[src/hdl/omv_pkg.sv]
// Shared types, mixing coefficients and the per-degree cosine table of the omni wheel mixer.
`timescale 1ns / 1ps
`default_nettype none

package omv_pkg;

	typedef struct packed {
		logic              mode;
		logic signed [15:0] heading;
		logic signed [15:0] speed;
		logic signed [15:0] turn;
		logic signed [15:0] x_cmd;
		logic signed [15:0] y_cmd;
	} omv_in_t;

	typedef struct packed {
		logic signed [23:0] wheel_a;
		logic signed [23:0] wheel_b;
		logic signed [23:0] wheel_c;
		logic               stop_now;
	} omv_out_t;

	localparam int COMP_W  = 17;  // x, y, w components: magnitude up to 32768
	localparam int COEF_W  = 15;
	localparam int PROD_W  = COMP_W + COEF_W;
	localparam int SUM_W   = PROD_W + 2;
	localparam int LIMIT_W = 7;
	localparam logic [LIMIT_W-1:0] LIMIT_RESET = 7'd40;
	localparam int HEADING_MAX = 359;

	// Q16 mixing coefficients, polar and direct sets
	localparam logic signed [COEF_W-1:0] CX_POLAR  = 15'sd3736;
	localparam logic signed [COEF_W-1:0] CW_POLAR  = 15'sd9241;
	localparam logic signed [COEF_W-1:0] CX_DIRECT = 15'sd3670;
	localparam logic signed [COEF_W-1:0] CW_DIRECT = 15'sd9175;
	localparam logic signed [COEF_W-1:0] CY_ALL    = 15'sd2163;
	localparam logic signed [COEF_W-1:0] CB_ALL    = 15'sd4260;

	// round(cos(d degrees) * 65536), d = 0..90
	localparam logic [16:0] COS_Q16_TAB [0:90] = '{
		17'd65536, 17'd65526, 17'd65496, 17'd65446, 17'd65376,
		17'd65287, 17'd65177, 17'd65048, 17'd64898, 17'd64729,
		17'd64540, 17'd64332, 17'd64104, 17'd63856, 17'd63589,
		17'd63303, 17'd62997, 17'd62672, 17'd62328, 17'd61966,
		17'd61584, 17'd61183, 17'd60764, 17'd60326, 17'd59870,
		17'd59396, 17'd58903, 17'd58393, 17'd57865, 17'd57319,
		17'd56756, 17'd56175, 17'd55578, 17'd54963, 17'd54332,
		17'd53684, 17'd53020, 17'd52339, 17'd51643, 17'd50931,
		17'd50203, 17'd49461, 17'd48703, 17'd47930, 17'd47143,
		17'd46341, 17'd45525, 17'd44695, 17'd43852, 17'd42995,
		17'd42126, 17'd41243, 17'd40348, 17'd39441, 17'd38521,
		17'd37590, 17'd36647, 17'd35693, 17'd34729, 17'd33754,
		17'd32768, 17'd31772, 17'd30767, 17'd29753, 17'd28729,
		17'd27697, 17'd26656, 17'd25607, 17'd24550, 17'd23486,
		17'd22415, 17'd21336, 17'd20252, 17'd19161, 17'd18064,
		17'd16962, 17'd15855, 17'd14742, 17'd13626, 17'd12505,
		17'd11380, 17'd10252, 17'd9121,  17'd7987,  17'd6850,
		17'd5712,  17'd4572,  17'd3430,  17'd2287,  17'd1144,
		17'd0
	};

endpackage

`default_nettype wire

[src/hdl/omv_cos_lut.sv]
// Signed cosine of a whole-degree angle 0..359 from the quarter-wave table.
`timescale 1ns / 1ps
`default_nettype none

module omv_cos_lut #(
	parameter int FRAC_BITS = 15
) (
	input  wire logic [8:0]                angle,
	output logic signed [FRAC_BITS+1:0]    cos_val
);

	localparam int SH   = 16 - FRAC_BITS;
	localparam int HALF = (1 << SH) >> 1;
	localparam int MW   = FRAC_BITS + 1;

	logic        negate;
	logic        mirror;
	logic [8:0]  rem;
	logic [6:0]  idx;
	logic [17:0] rounded;
	logic [MW-1:0] mag;

	always_comb begin
		if (angle >= 9'd270) begin
			rem    = angle - 9'd270;
			negate = 1'b0;
			mirror = 1'b1;
		end else if (angle >= 9'd180) begin
			rem    = angle - 9'd180;
			negate = 1'b1;
			mirror = 1'b0;
		end else if (angle >= 9'd90) begin
			rem    = angle - 9'd90;
			negate = 1'b1;
			mirror = 1'b1;
		end else begin
			rem    = angle;
			negate = 1'b0;
			mirror = 1'b0;
		end
		idx     = mirror ? (7'd90 - rem[6:0]) : rem[6:0];
		// round the Q16 entry to the chosen fraction width
		rounded = {1'b0, omv_pkg::COS_Q16_TAB[idx]} + 18'(HALF);
		mag     = MW'(rounded >> SH);
		cos_val = negate ? -$signed({1'b0, mag}) : $signed({1'b0, mag});
	end

endmodule

`default_nettype wire

[src/hdl/omni_wheel_velocity_mixer.sv]
// Top level: six-stage pipelined three-wheel omni inverse kinematics with saturation.
// Stages in order: decode/cos lookup, speed*cos, truncation, coefficient multiplies,
// wheel sums, clamp into the output register.
// Throughput: one command per cycle while out_ready is high; each stage holds only while
// the next one is full and stalled, so bubbles collapse.
// Reset: all stage valid bits clear and limit_q returns to 40; cfg_ready is always high.
`timescale 1ns / 1ps
`default_nettype none

module omni_wheel_velocity_mixer #(
	parameter int COS_FRACTION_BITS = 15
) (
	input  wire logic             clk,
	input  wire logic             arst_n,
	input  wire logic             in_valid,
	output logic                  in_ready,
	input  wire omv_pkg::omv_in_t in_data,
	output logic                  out_valid,
	input  wire logic             out_ready,
	output omv_pkg::omv_out_t     out_data,
	input  wire logic             cfg_valid,
	output logic                  cfg_ready,
	input  wire logic [omv_pkg::LIMIT_W-1:0] cfg_data
);

	localparam int F  = COS_FRACTION_BITS;
	localparam int CW = F + 2;
	localparam int PW = 16 + CW;
	localparam int CPW = omv_pkg::COMP_W;
	localparam int MPW = omv_pkg::PROD_W;
	localparam int SW  = omv_pkg::SUM_W;

	// configuration
	logic [omv_pkg::LIMIT_W-1:0] limit_q;

	assign cfg_ready = 1'b1;

	always_ff @(posedge clk or negedge arst_n) begin
		if (!arst_n) begin
			limit_q <= omv_pkg::LIMIT_RESET;
		end else if (cfg_valid) begin
			limit_q <= cfg_data;
		end
	end

	// stage handshake
	logic valid_s1, valid_s2, valid_s3, valid_s4, valid_s5, valid_s6;
	logic rdy1, rdy2, rdy3, rdy4, rdy5, rdy6;

	assign rdy6     = !valid_s6 || out_ready;
	assign rdy5     = !valid_s5 || rdy6;
	assign rdy4     = !valid_s4 || rdy5;
	assign rdy3     = !valid_s3 || rdy4;
	assign rdy2     = !valid_s2 || rdy3;
	assign rdy1     = !valid_s1 || rdy2;
	assign in_ready = rdy1;

	always_ff @(posedge clk or negedge arst_n) begin
		if (!arst_n) begin
			valid_s1 <= 1'b0;
			valid_s2 <= 1'b0;
			valid_s3 <= 1'b0;
			valid_s4 <= 1'b0;
			valid_s5 <= 1'b0;
			valid_s6 <= 1'b0;
		end else begin
			if (rdy1) valid_s1 <= in_valid;
			if (rdy2) valid_s2 <= valid_s1;
			if (rdy3) valid_s3 <= valid_s2;
			if (rdy4) valid_s4 <= valid_s3;
			if (rdy5) valid_s5 <= valid_s4;
			if (rdy6) valid_s6 <= valid_s5;
		end
	end

	// stage 1: decode and cosine lookup
	logic                   h_neg, h_big, h_ok;
	logic [8:0]             angle_x, angle_y, h9;
	logic signed [CW-1:0]   cos_x, cos_y;
	logic signed [CPW-1:0]  speed_x, turn_x, fw_d, fx_d, fy_d;
	logic                   stop_d;

	omv_cos_lut #(.FRAC_BITS(F)) u_cos_x (.angle(angle_x), .cos_val(cos_x));
	omv_cos_lut #(.FRAC_BITS(F)) u_cos_y (.angle(angle_y), .cos_val(cos_y));

	always_comb begin
		h_neg   = in_data.heading[15];
		h_big   = !h_neg && (in_data.heading > 16'sd359);
		h_ok    = !h_neg && !h_big;
		h9      = h_ok ? in_data.heading[8:0] : 9'd0;
		angle_x = h9;
		// sine as cosine of (h + 270) mod 360
		angle_y = (h9 >= 9'd90) ? (h9 - 9'd90) : (h9 + 9'd270);
		speed_x = {in_data.speed[15], in_data.speed};
		turn_x  = {in_data.turn[15], in_data.turn};
		stop_d  = 1'b0;
		if (in_data.mode) begin
			fx_d   = {in_data.x_cmd[15], in_data.x_cmd};
			fy_d   = {in_data.y_cmd[15], in_data.y_cmd};
			fw_d   = turn_x;
			stop_d = (in_data.x_cmd == 16'sd0) && (in_data.y_cmd == 16'sd0)
				&& (in_data.turn == 16'sd0);
		end else begin
			fx_d = '0;
			fy_d = '0;
			if (h_neg)      fw_d = -speed_x;
			else if (h_big) fw_d = speed_x;
			else            fw_d = turn_x;
		end
	end

	logic                  trans_s1, direct_s1, stop_s1;
	logic signed [15:0]    speed_s1;
	logic signed [CW-1:0]  cosx_s1, cosy_s1;
	logic signed [CPW-1:0] fx_s1, fy_s1, fw_s1;

	always_ff @(posedge clk) begin
		if (rdy1) begin
			trans_s1  <= !in_data.mode && h_ok;
			direct_s1 <= in_data.mode;
			stop_s1   <= stop_d;
			speed_s1  <= in_data.speed;
			cosx_s1   <= cos_x;
			cosy_s1   <= cos_y;
			fx_s1     <= fx_d;
			fy_s1     <= fy_d;
			fw_s1     <= fw_d;
		end
	end

	// stage 2: speed times cosine
	logic                  trans_s2, direct_s2, stop_s2;
	logic signed [PW-1:0]  px_s2, py_s2;
	logic signed [CPW-1:0] fx_s2, fy_s2, fw_s2;

	always_ff @(posedge clk) begin
		if (rdy2) begin
			trans_s2  <= trans_s1;
			direct_s2 <= direct_s1;
			stop_s2   <= stop_s1;
			px_s2     <= PW'(speed_s1) * PW'(cosx_s1);
			py_s2     <= PW'(speed_s1) * PW'(cosy_s1);
			fx_s2     <= fx_s1;
			fy_s2     <= fy_s1;
			fw_s2     <= fw_s1;
		end
	end

	// stage 3: drop fraction bits, truncating toward zero
	logic signed [PW-1:0] ax, ay, tx, ty;

	always_comb begin
		ax = px_s2[PW-1] ? -px_s2 : px_s2;
		ay = py_s2[PW-1] ? -py_s2 : py_s2;
		tx = $signed(ax >>> F);
		ty = $signed(ay >>> F);
		if (px_s2[PW-1]) tx = -tx;
		if (py_s2[PW-1]) ty = -ty;
	end

	logic                  direct_s3, stop_s3;
	logic signed [CPW-1:0] fx_s3, fy_s3, fw_s3;

	always_ff @(posedge clk) begin
		if (rdy3) begin
			direct_s3 <= direct_s2;
			stop_s3   <= stop_s2;
			fx_s3     <= trans_s2 ? CPW'(tx) : fx_s2;
			fy_s3     <= trans_s2 ? CPW'(ty) : fy_s2;
			fw_s3     <= fw_s2;
		end
	end

	// stage 4: coefficient products
	logic signed [omv_pkg::COEF_W-1:0] cx_sel, cw_sel;

	assign cx_sel = direct_s3 ? omv_pkg::CX_DIRECT : omv_pkg::CX_POLAR;
	assign cw_sel = direct_s3 ? omv_pkg::CW_DIRECT : omv_pkg::CW_POLAR;

	logic                  stop_s4;
	logic signed [MPW-1:0] mx_s4, my_s4, mb_s4, mw_s4;

	always_ff @(posedge clk) begin
		if (rdy4) begin
			stop_s4 <= stop_s3;
			mx_s4   <= MPW'(fx_s3) * MPW'(cx_sel);
			my_s4   <= MPW'(fy_s3) * MPW'(omv_pkg::CY_ALL);
			mb_s4   <= MPW'(fy_s3) * MPW'(omv_pkg::CB_ALL);
			mw_s4   <= MPW'(fw_s3) * MPW'(cw_sel);
		end
	end

	// stage 5: wheel sums
	logic                 stop_s5;
	logic signed [SW-1:0] sa_s5, sb_s5, sc_s5;

	always_ff @(posedge clk) begin
		if (rdy5) begin
			stop_s5 <= stop_s4;
			sa_s5   <= SW'(mw_s4) + SW'(mx_s4) + SW'(my_s4);
			sb_s5   <= SW'(mw_s4) - SW'(mb_s4);
			sc_s5   <= SW'(mw_s4) - SW'(mx_s4) + SW'(my_s4);
		end
	end

	// stage 6: clamp at +/- limit into the output register
	logic signed [SW-1:0] lim, lim_n, ca, cb, cc;

	function automatic logic signed [SW-1:0] clamp_sum(
		input logic signed [SW-1:0] v,
		input logic signed [SW-1:0] hi,
		input logic signed [SW-1:0] lo
	);
		logic signed [SW-1:0] r;
		r = v;
		if (r >= hi) r = hi;
		if (r <= lo) r = lo;
		return r;
	endfunction

	always_comb begin
		lim   = $signed(SW'({limit_q, 16'd0}));
		lim_n = -lim;
		ca    = clamp_sum(sa_s5, lim, lim_n);
		cb    = clamp_sum(sb_s5, lim, lim_n);
		cc    = clamp_sum(sc_s5, lim, lim_n);
	end

	omv_pkg::omv_out_t res_s6;

	always_ff @(posedge clk) begin
		if (rdy6) begin
			res_s6.wheel_a  <= ca[23:0];
			res_s6.wheel_b  <= cb[23:0];
			res_s6.wheel_c  <= cc[23:0];
			res_s6.stop_now <= stop_s5;
		end
	end

	assign out_valid = valid_s6;
	assign out_data  = res_s6;

endmodule

`default_nettype wire
[config.mk]
export PLATFORM = sky130hd
export DESIGN_NAME = omni_wheel_velocity_mixer
export DESIGN_NICKNAME = d
export VERILOG_FILES = /design/src/hdl/omv_pkg.sv /design/src/hdl/omv_cos_lut.sv /design/src/hdl/omni_wheel_velocity_mixer.sv
export SDC_FILE = /design/constraint.sdc
export NUM_CORES = 2
export LEC_CHECK = 0
export BUFFER_PORTS_ARGS = -buffer_cell sky130_fd_sc_hd__buf_2
export CORE_UTILIZATION = 60
export DETAILED_ROUTE_END_ITERATION = 12
export GPL_ROUTABILITY_DRIVEN = 0
export PLACE_DENSITY = 0.77
export SYNTH_ARGS = -nofsm -noshare
export SYNTH_HDL_FRONTEND = slang
export SYNTH_SLANG_ARGS = --single-unit
[constraint.sdc]
create_clock -name clk -period 22.5 [get_ports clk]
set_input_delay 2.25 -clock clk [delete_from_list [all_inputs] [get_ports clk]]
set_output_delay 2.25 -clock clk [all_outputs]
set_load 0.005 [all_outputs]
* Word-level counts from Yosys, hierarchy flattened *
Memories as Yosys holds them, arrays and structs flattened.
Index checks and enable logic that the tools add are counted.

word-level totals
  register bits after elaboration = 584
  bits in read-only memories = 4,352
  input port bits = 93
  output and inout bits = 76
  word-level logic and storage cells = 159
  memories kept = 2

memories
  memory           words  bits a word  read ports  clocked after Yosys merged registers in  write ports  RTL line           source
  (no name shown)  128    17           1           0                                        0            omv_cos_lut.sv:43  rounded = {1'b0, omv_pkg::COS_Q16_TAB[idx]} + 18'(HALF);
  (no name shown)  128    17           1           0                                        0            omv_cos_lut.sv:43

operators by class
  $add $sub $neg = 24
  multiply operators = 6
  order comparisons = 15
  multiplexer cells = 43
  bitwise operators = 2
  reduce and logical (&&, ||, !) cells = 23

operator list
  kind                                                                                  number
  17-bit 2-to-1 mux                                                                     11
  34-bit by 24-bit greater-or-equal comparator with 1-bit output                        3
  34-bit <= comparator                                                                  3
  34-bit 2-to-1 mux                                                                     3
  24-bit 2-to-1 mux                                                                     3
  33-bit by 30-bit adder with 34-bit output                                             2
  16-bit by 17-bit multiplier with 33-bit output                                        2
  32-bit 2-to-1 mux                                                                     2
  32-bit negation                                                                       2
  7-bit 2-to-1 mux                                                                      8
  16-bit negation with 17-bit output                                                    3
  16-bit logical NOT                                                                    3
  17-bit by 1-bit adder with 17-bit output (second input constant)                      2
  17-bit negation                                                                       2
  23-bit negation with 34-bit output                                                    1
  32-bit by 30-bit adder with 33-bit output                                             1
  32-bit by 30-bit subtractor with 33-bit output                                        1
  32-bit by 31-bit subtractor with 33-bit output                                        1
  17-bit by 15-bit multiplier with 32-bit output                                        1
  16-bit 2-to-1 mux                                                                     2
  17-bit by 13-bit multiplier with 30-bit output                                        1
  17-bit by 13-bit multiplier with 30-bit output (second input constant)                1
  17-bit by 12-bit multiplier with 29-bit output (second input constant)                1
  9-bit by 7-bit greater-or-equal comparator with 1-bit output (second input constant)  2
  other kinds (18)                                                                      52

* Logic depth before layout (Yosys ltp) *
  word-level depth = 20
  gate-level depth with buffers = 42

* Modules after synthesis *
Synthesis repeated with hierarchy kept, for this count alone.

second synthesis, totals
  cells, all modules = 7,892
  area, all modules = 76,663.5 um^2

modules (own cells, without submodules)
  module                     instances  cells each  area an instance (um^2)
  omni_wheel_velocity_mixer  1          6,734       69,055.0
  omv_cos_lut (u_cos_x)      1          580         3,804.9
  omv_cos_lut (u_cos_y)      1          578         3,803.6

* Least setup slack after synthesis *
Ideal clock, no wire load.

  kind = input to output
  start = input port out_ready
  end = output port in_ready
  arrival = 8,651 ps
  path slack = 11,599 ps
  stages = 4
  cells stage by stage = nor2b_1 > nand3_1 > nor2_1 > nand3_1

between the ends
  word-level cells in the longest chain between the ends = 6

ends and longest elaborated chain
  item                RTL line                         source
  start: declaration  omni_wheel_velocity_mixer.sv:19  input wire logic out_ready,
  1-bit logical OR    omni_wheel_velocity_mixer.sv:50  assign rdy6 = !valid_s6 || out_ready;
  1-bit logical OR    omni_wheel_velocity_mixer.sv:51  assign rdy5 = !valid_s5 || rdy6;
  1-bit logical OR    omni_wheel_velocity_mixer.sv:52  assign rdy4 = !valid_s4 || rdy5;
  net rdy4            omni_wheel_velocity_mixer.sv:48  logic rdy1, rdy2, rdy3, rdy4, rdy5, rdy6;
  1-bit logical OR    omni_wheel_velocity_mixer.sv:53  assign rdy3 = !valid_s3 || rdy4;
  1-bit logical OR    omni_wheel_velocity_mixer.sv:54  assign rdy2 = !valid_s2 || rdy3;
  1-bit logical OR    omni_wheel_velocity_mixer.sv:55  assign rdy1 = !valid_s1 || rdy2;
  end: declaration    omni_wheel_velocity_mixer.sv:16  output logic in_ready,

The timed path passes the listed nets, and every way through them passes these cells.

* Worst setup path in the final report *
  start = input port in_data[79] (netlist bit)
  end = register cosy_s1[12], data pin

between the ends
  word-level cells in the longest chain between the ends = 20
  elaborated cells between the ends (all ways) = 33
  those cells by class = 8 x add/sub; 5 x order compare; 14 x mux; 1 x bitwise; 4 x reduce/logical; 1 x memory

ends and longest elaborated chain
  item                                                                                                     RTL line                                                          source
  start: declaration                                                                                       omni_wheel_velocity_mixer.sv:17                                   input wire omv_pkg::omv_in_t in_data,
  16-bit by 10-bit greater-than comparator with 1-bit output / 1-bit logical NOT (equally long branches)   omni_wheel_velocity_mixer.sv:88, omni_wheel_velocity_mixer.sv:89
  1-bit logical AND                                                                                        omni_wheel_velocity_mixer.sv:88                                   h_big = !h_neg && (in_data.heading > 16'sd359);
  1-bit logical NOT                                                                                        omni_wheel_velocity_mixer.sv:89                                   h_ok = !h_neg && !h_big;
  1-bit logical AND (*)                                                                                    omni_wheel_velocity_mixer.sv:89
  9-bit 2-to-1 mux (*)                                                                                     omni_wheel_velocity_mixer.sv:90                                   h9 = h_ok ? in_data.heading[8:0] : 9'd0;
  9-bit adder, or another cell as far along                                                                omni_wheel_velocity_mixer.sv:93                                   angle_y = (h9 >= 9'd90) ? (h9 - 9'd90) : (h9 + 9'd270);
  9-bit 2-to-1 mux (*)                                                                                     omni_wheel_velocity_mixer.sv:93
  9-bit by 7-bit greater-or-equal comparator with 1-bit output / 7-bit subtractor (equally long branches)  omv_cos_lut.sv:32, omv_cos_lut.sv:33
  (+4 left out)                                                                                            --
  7-bit 2-to-1 mux                                                                                         omv_cos_lut.sv:41                                                 idx = mirror ? (7'd90 - rem[6:0]) : rem[6:0];
  7-bit inverter with 8-bit output (implied by the code)                                                   omv_cos_lut.sv:43
  memory read 128 x 17 bit                                                                                 --
  17-bit 2-to-1 mux (implied by the code) (2 in a row)                                                     omv_cos_lut.sv:43
  17-bit by 1-bit adder with 17-bit output                                                                 omv_cos_lut.sv:43
  16-bit negation with 17-bit output                                                                       omv_cos_lut.sv:45                                                 cos_val = negate ? -$signed({1'b0, mag}) : $signed({1'b0, mag});
  16-bit 2-to-1 mux (*)                                                                                    omv_cos_lut.sv:45
  net cos_y[12]                                                                                            omni_wheel_velocity_mixer.sv:79                                   logic signed [CW-1:0] cos_x, cos_y;
  end signal: assignment                                                                                   omni_wheel_velocity_mixer.sv:124                                  cosy_s1 <= cos_y;
  end: declaration                                                                                         omni_wheel_velocity_mixer.sv:114                                  logic signed [CW-1:0] cosx_s1, cosy_s1;

Mark *: on every way through the listed nets, which the timed path passes. The rest lies on a longest branch. The select of a mux whose other input is x is not followed.
A chain may end at the register's enable or synchronous reset.

==> summary.md <==
The run finished, with violations left. The final reports fail on design-rule violations. In this run the clock root is driven by a sky130_fd_sc_hd__clkbuf_16. The signal arrival time at the worst endpoint was 13.63 ns.

After technology mapping, the gate count stands at 7,851. The length of the first detailed-routing pass in iterations came out at 13. The slowest stage of the critical path belongs to the cell sky130_fd_sc_hd__nand3_1. The run gives 5 as the initial antenna violation count.

The largest delay contributor family on the critical path is simple AND/OR/NAND/NOR gates. Buffers inserted during clock tree synthesis total 69. Of the synthesized area, sequential elements account for 22.8%.

The worst slack after detailed placement is 9.04 ns, and the final setup violation count is 0. The number of buffers and inverters on the critical path was 5. In this run the mean area of a mapped cell was 9.69 sq um.

The count of synthesis-stage warnings from yosys is 0, and the die outline height is 358 um. After detailed routing, the total wire length is 193 mm. In this run the horizontal extent of the chip is 358 um. The total count of hold-check failures in the final report was 0; the number of nets in the layout was 9,720. The H-tree was split into 3 levels. The run gives 57.1k as the via count. The final cell count without fillers is 9,580, and the number of storage elements in the synthesis netlist is 580. The endpoint required time on the critical path was 22.88 ns.

The layout has 9,763 filler cells. The routed length per instance is 20.1 um. The element type at the critical path end is a flip-flop.

The worst clock skew came out at 0.0502 ns. The tools report the floorplan core area as 0.126 sq mm. In this run, the number of DRC markers left after iteration 0 of detailed routing was 5,502. The unique cell type count in the Yosys netlist was 118. After clock tree synthesis, the clock-pin slew on the worst setup and hold paths is 0.06 ns. The most frequent standard cell in the layout excluding fill and tap cells is sky130_fd_sc_hd__inv_1. Wire length of the first global-routing pass: 306 mm. Across all setup checks in the final design, the least slack found is 9.25 ns. TritonCTS built the clock tree. Buffers inserted to repair hold after CTS numbered 0. The number of nets still failing antenna checks after routing was 0; the synthesis-to-finish area growth was 6.17%.

For the maximum clock insertion buffer count, the log shows 3. Summed over its instances, the top area cell type makes up 25.5% of the synthesized netlist area. The number of placed I/O pins was 169; the period utilization was 58.9%. The largest fanout of any net on the critical path came out at 50. The worst hold path class is reg2reg. The fmax is 75.4 MHz, and the post-layout minimum cycle time is 13.25 ns. The number of global-route vias before repair was 57.8k. The library cells used most frequently in the layout, excluding fill and tap cells, are sky130_fd_sc_hd__inv_1 (1,487), sky130_fd_sc_hd__fa_1 (970), sky130_fd_sc_hd__ha_1 (783). Row generation in the floorplan step produced 130 rows. The post-route netlist has 6.22% of its cells at a drive strength greater than 1. The area enclosed by the die boundary was 0.128 sq mm. The kind of critical path was in2reg. The tools report the number of buffers inserted to repair setup after CTS as 0. Ranked by total cell area, the synthesized netlist is headed by sky130_fd_sc_hd__fa_1 (26%), sky130_fd_sc_hd__edfxtp_1 (22%), sky130_fd_sc_hd__ha_1 (13%), sky130_fd_sc_hd__inv_1 (7.3%), sky130_fd_sc_hd__xnor2_1 (3.3%). In the global route stage, overall resource usage came out at 30.4%. The pin count of the biggest net entering global routing came out at 91.

The initial utilization of the core area, before any placement, comes to 60.5%. Setup repair after global routing left no endpoint under its margin. The synthesized cell area is 0.0761 sq mm, and the fraction of synthesis flops using an asynchronous set or reset pin is 2.24%. The number of pins exceeding their max-slew limit in the final report was 0; the residual overflow from global routing was 0. The final design utilization came out at 64.3%. The biggest area contributor in the post-synthesis netlist is sky130_fd_sc_hd__fa_1. The tool flagged a number of max-cap violations equal to 0. For the pin with the worst max-slew slack, the measured transition is 1.28 ns. Startpoint class of the critical path: an input port. The logs give 14.2% for the worst slew slack as a fraction of its limit and 9,453 for the placed cell count. Half-perimeter wire length after detailed placement: 150 mm.

The longest individual stage delay on the worst path is 0.81 ns. Using the TritonRoute via totals, the vias-per-cell ratio works out to 5.96. The later pin in the worst-skew pair is clocked with a latency of 0.69 ns. The number of port buffers was 167.

The tools report the DRC violations left as 4. CTS saw 580 sinks. Post-cts repair resize count: 0. For this run, the leading register cell type out of synthesis is sky130_fd_sc_hd__edfxtp_1. The sum of negative setup slack was 0 ns; the count of flip-flops with a built-in enable after synthesis was 567.
## cell type report
cell class                      count  area [sq um]  area share, %
Clock inverter                     43           648          0.802
Inverter                         1494          5610           6.94
Clock buffer                       81          1780           2.21
Sequential cell                   580         17400           21.5
Antenna cell                        3          7.51        0.00929
Tap cell                         1650          2060           2.56
Multi-Input combinational cell   5502         52000           64.4
Timing Repair Buffer              227          1290           1.59
## flip-flops by register name, indices dropped and copies added, names as in the netlist, 28 cells and up
register / count
mb_s4: 28
mw_s4: 32
mx_s4: 29
my_s4: 30
out_data: 73
px_s2: 33
py_s2: 33
sa_s5: 34
sb_s5: 33
sc_s5: 33
## cells by family after synthesis
group / count (synthesis) / share of synthesized area (%)
fa+ha+maj: 1753 / 38.4
flops: 580 / 22.8
xor+xnor: 371 / 4.34
compound gates: 1258 / 11.1
buf+inv: 1787 / 9.00
simple gates: 2045 / 13.6
other cells: 2 / 0.00987
mux: 55 / 0.789
## metal layers
layer / vias to the layer above / GRT usage, % / wire, um
li1: 25900 / - / -
met2: 2807 / 49.3 / 89500
met3: 628 / 5.58 / 16400
met5: - / 0 / 53
met4: 8 / 17.2 / 12400
met1: 27800 / 38.5 / 74500
## synth_stat cells (all sizes together), types with 54 or more instances
master     n
nand2b    65
a21oi    337
edfxtp   567
xor2      79
xnor2    291
inv     1491
nand3    127
buf       75
and2     399
o21ai    272
a211oi    68
ha       783
fa       970
nor2b     98
nand2    564
clkbuf   218
nor2     371
nor3     146
nor4      58
o21bai    54
## worst paths after layout
path                                          end                  from  slack (ns)  cells after the start
max                         cosy_s1[12]$_DFFE_PP_           in_data[79]        9.25                     33
min reg2reg                 out_data[0]$_DFFE_PP_     stop_s5$_DFFE_PP_        0.41                      0
min in group asynchronous  limit_q[4]$_DFFE_PN0P_                arst_n        1.50                      1
max in group asynchronous    valid_s3$_DFFE_PN0P_                arst_n       20.62                      1
min                         out_data[0]$_DFFE_PP_     stop_s5$_DFFE_PP_        0.41                      0
max reg2reg                   py_s2[32]$_DFFE_PP_  cosy_s1[6]$_DFFE_PP_       14.07                     27
## per-stage QoR
stage	instance area, sq um	hold WS, ns
2_1_floorplan	76200	0.400
3_3_place_gp	78400	0.401
3_5_place_dp	78400	0.405
4_1_cts	80800	0.413
5_1_grt	80800	0.417
6_report	80800	0.410
## worst register-to-register path, stage by stage (launching register included)
cell and delay [ns]:
sky130_fd_sc_hd__edfxtp_1 0.69, sky130_fd_sc_hd__and2_1 0.31, sky130_fd_sc_hd__fa_1 0.53, sky130_fd_sc_hd__inv_1 0.05
sky130_fd_sc_hd__fa_1 0.53, sky130_fd_sc_hd__inv_1 0.05, sky130_fd_sc_hd__ha_1 0.19, sky130_fd_sc_hd__inv_1 0.07
sky130_fd_sc_hd__fa_1 0.43, sky130_fd_sc_hd__fa_1 0.50, sky130_fd_sc_hd__fa_1 0.49, sky130_fd_sc_hd__inv_1 0.04
sky130_fd_sc_hd__ha_1 0.32, sky130_fd_sc_hd__inv_1 0.05, sky130_fd_sc_hd__o21bai_1 0.19, sky130_fd_sc_hd__a21oi_1 0.14
sky130_fd_sc_hd__o21bai_1 0.16, sky130_fd_sc_hd__a21oi_1 0.12, sky130_fd_sc_hd__o21bai_1 0.22, sky130_fd_sc_hd__a31o_2 0.22
sky130_fd_sc_hd__a41oi_1 0.19, sky130_fd_sc_hd__a2111oi_0 0.91, sky130_fd_sc_hd__nor3_1 0.16, sky130_fd_sc_hd__nor4b_1 0.48
sky130_fd_sc_hd__o21a_1 0.18, sky130_fd_sc_hd__o21ai_0 0.20, sky130_fd_sc_hd__a21o_1 0.25, sky130_fd_sc_hd__a211oi_1 0.46
Power is left out: the tool's default activity adds up to more than one toggle a clock period on the data nets, which glitch-free logic cannot reach.
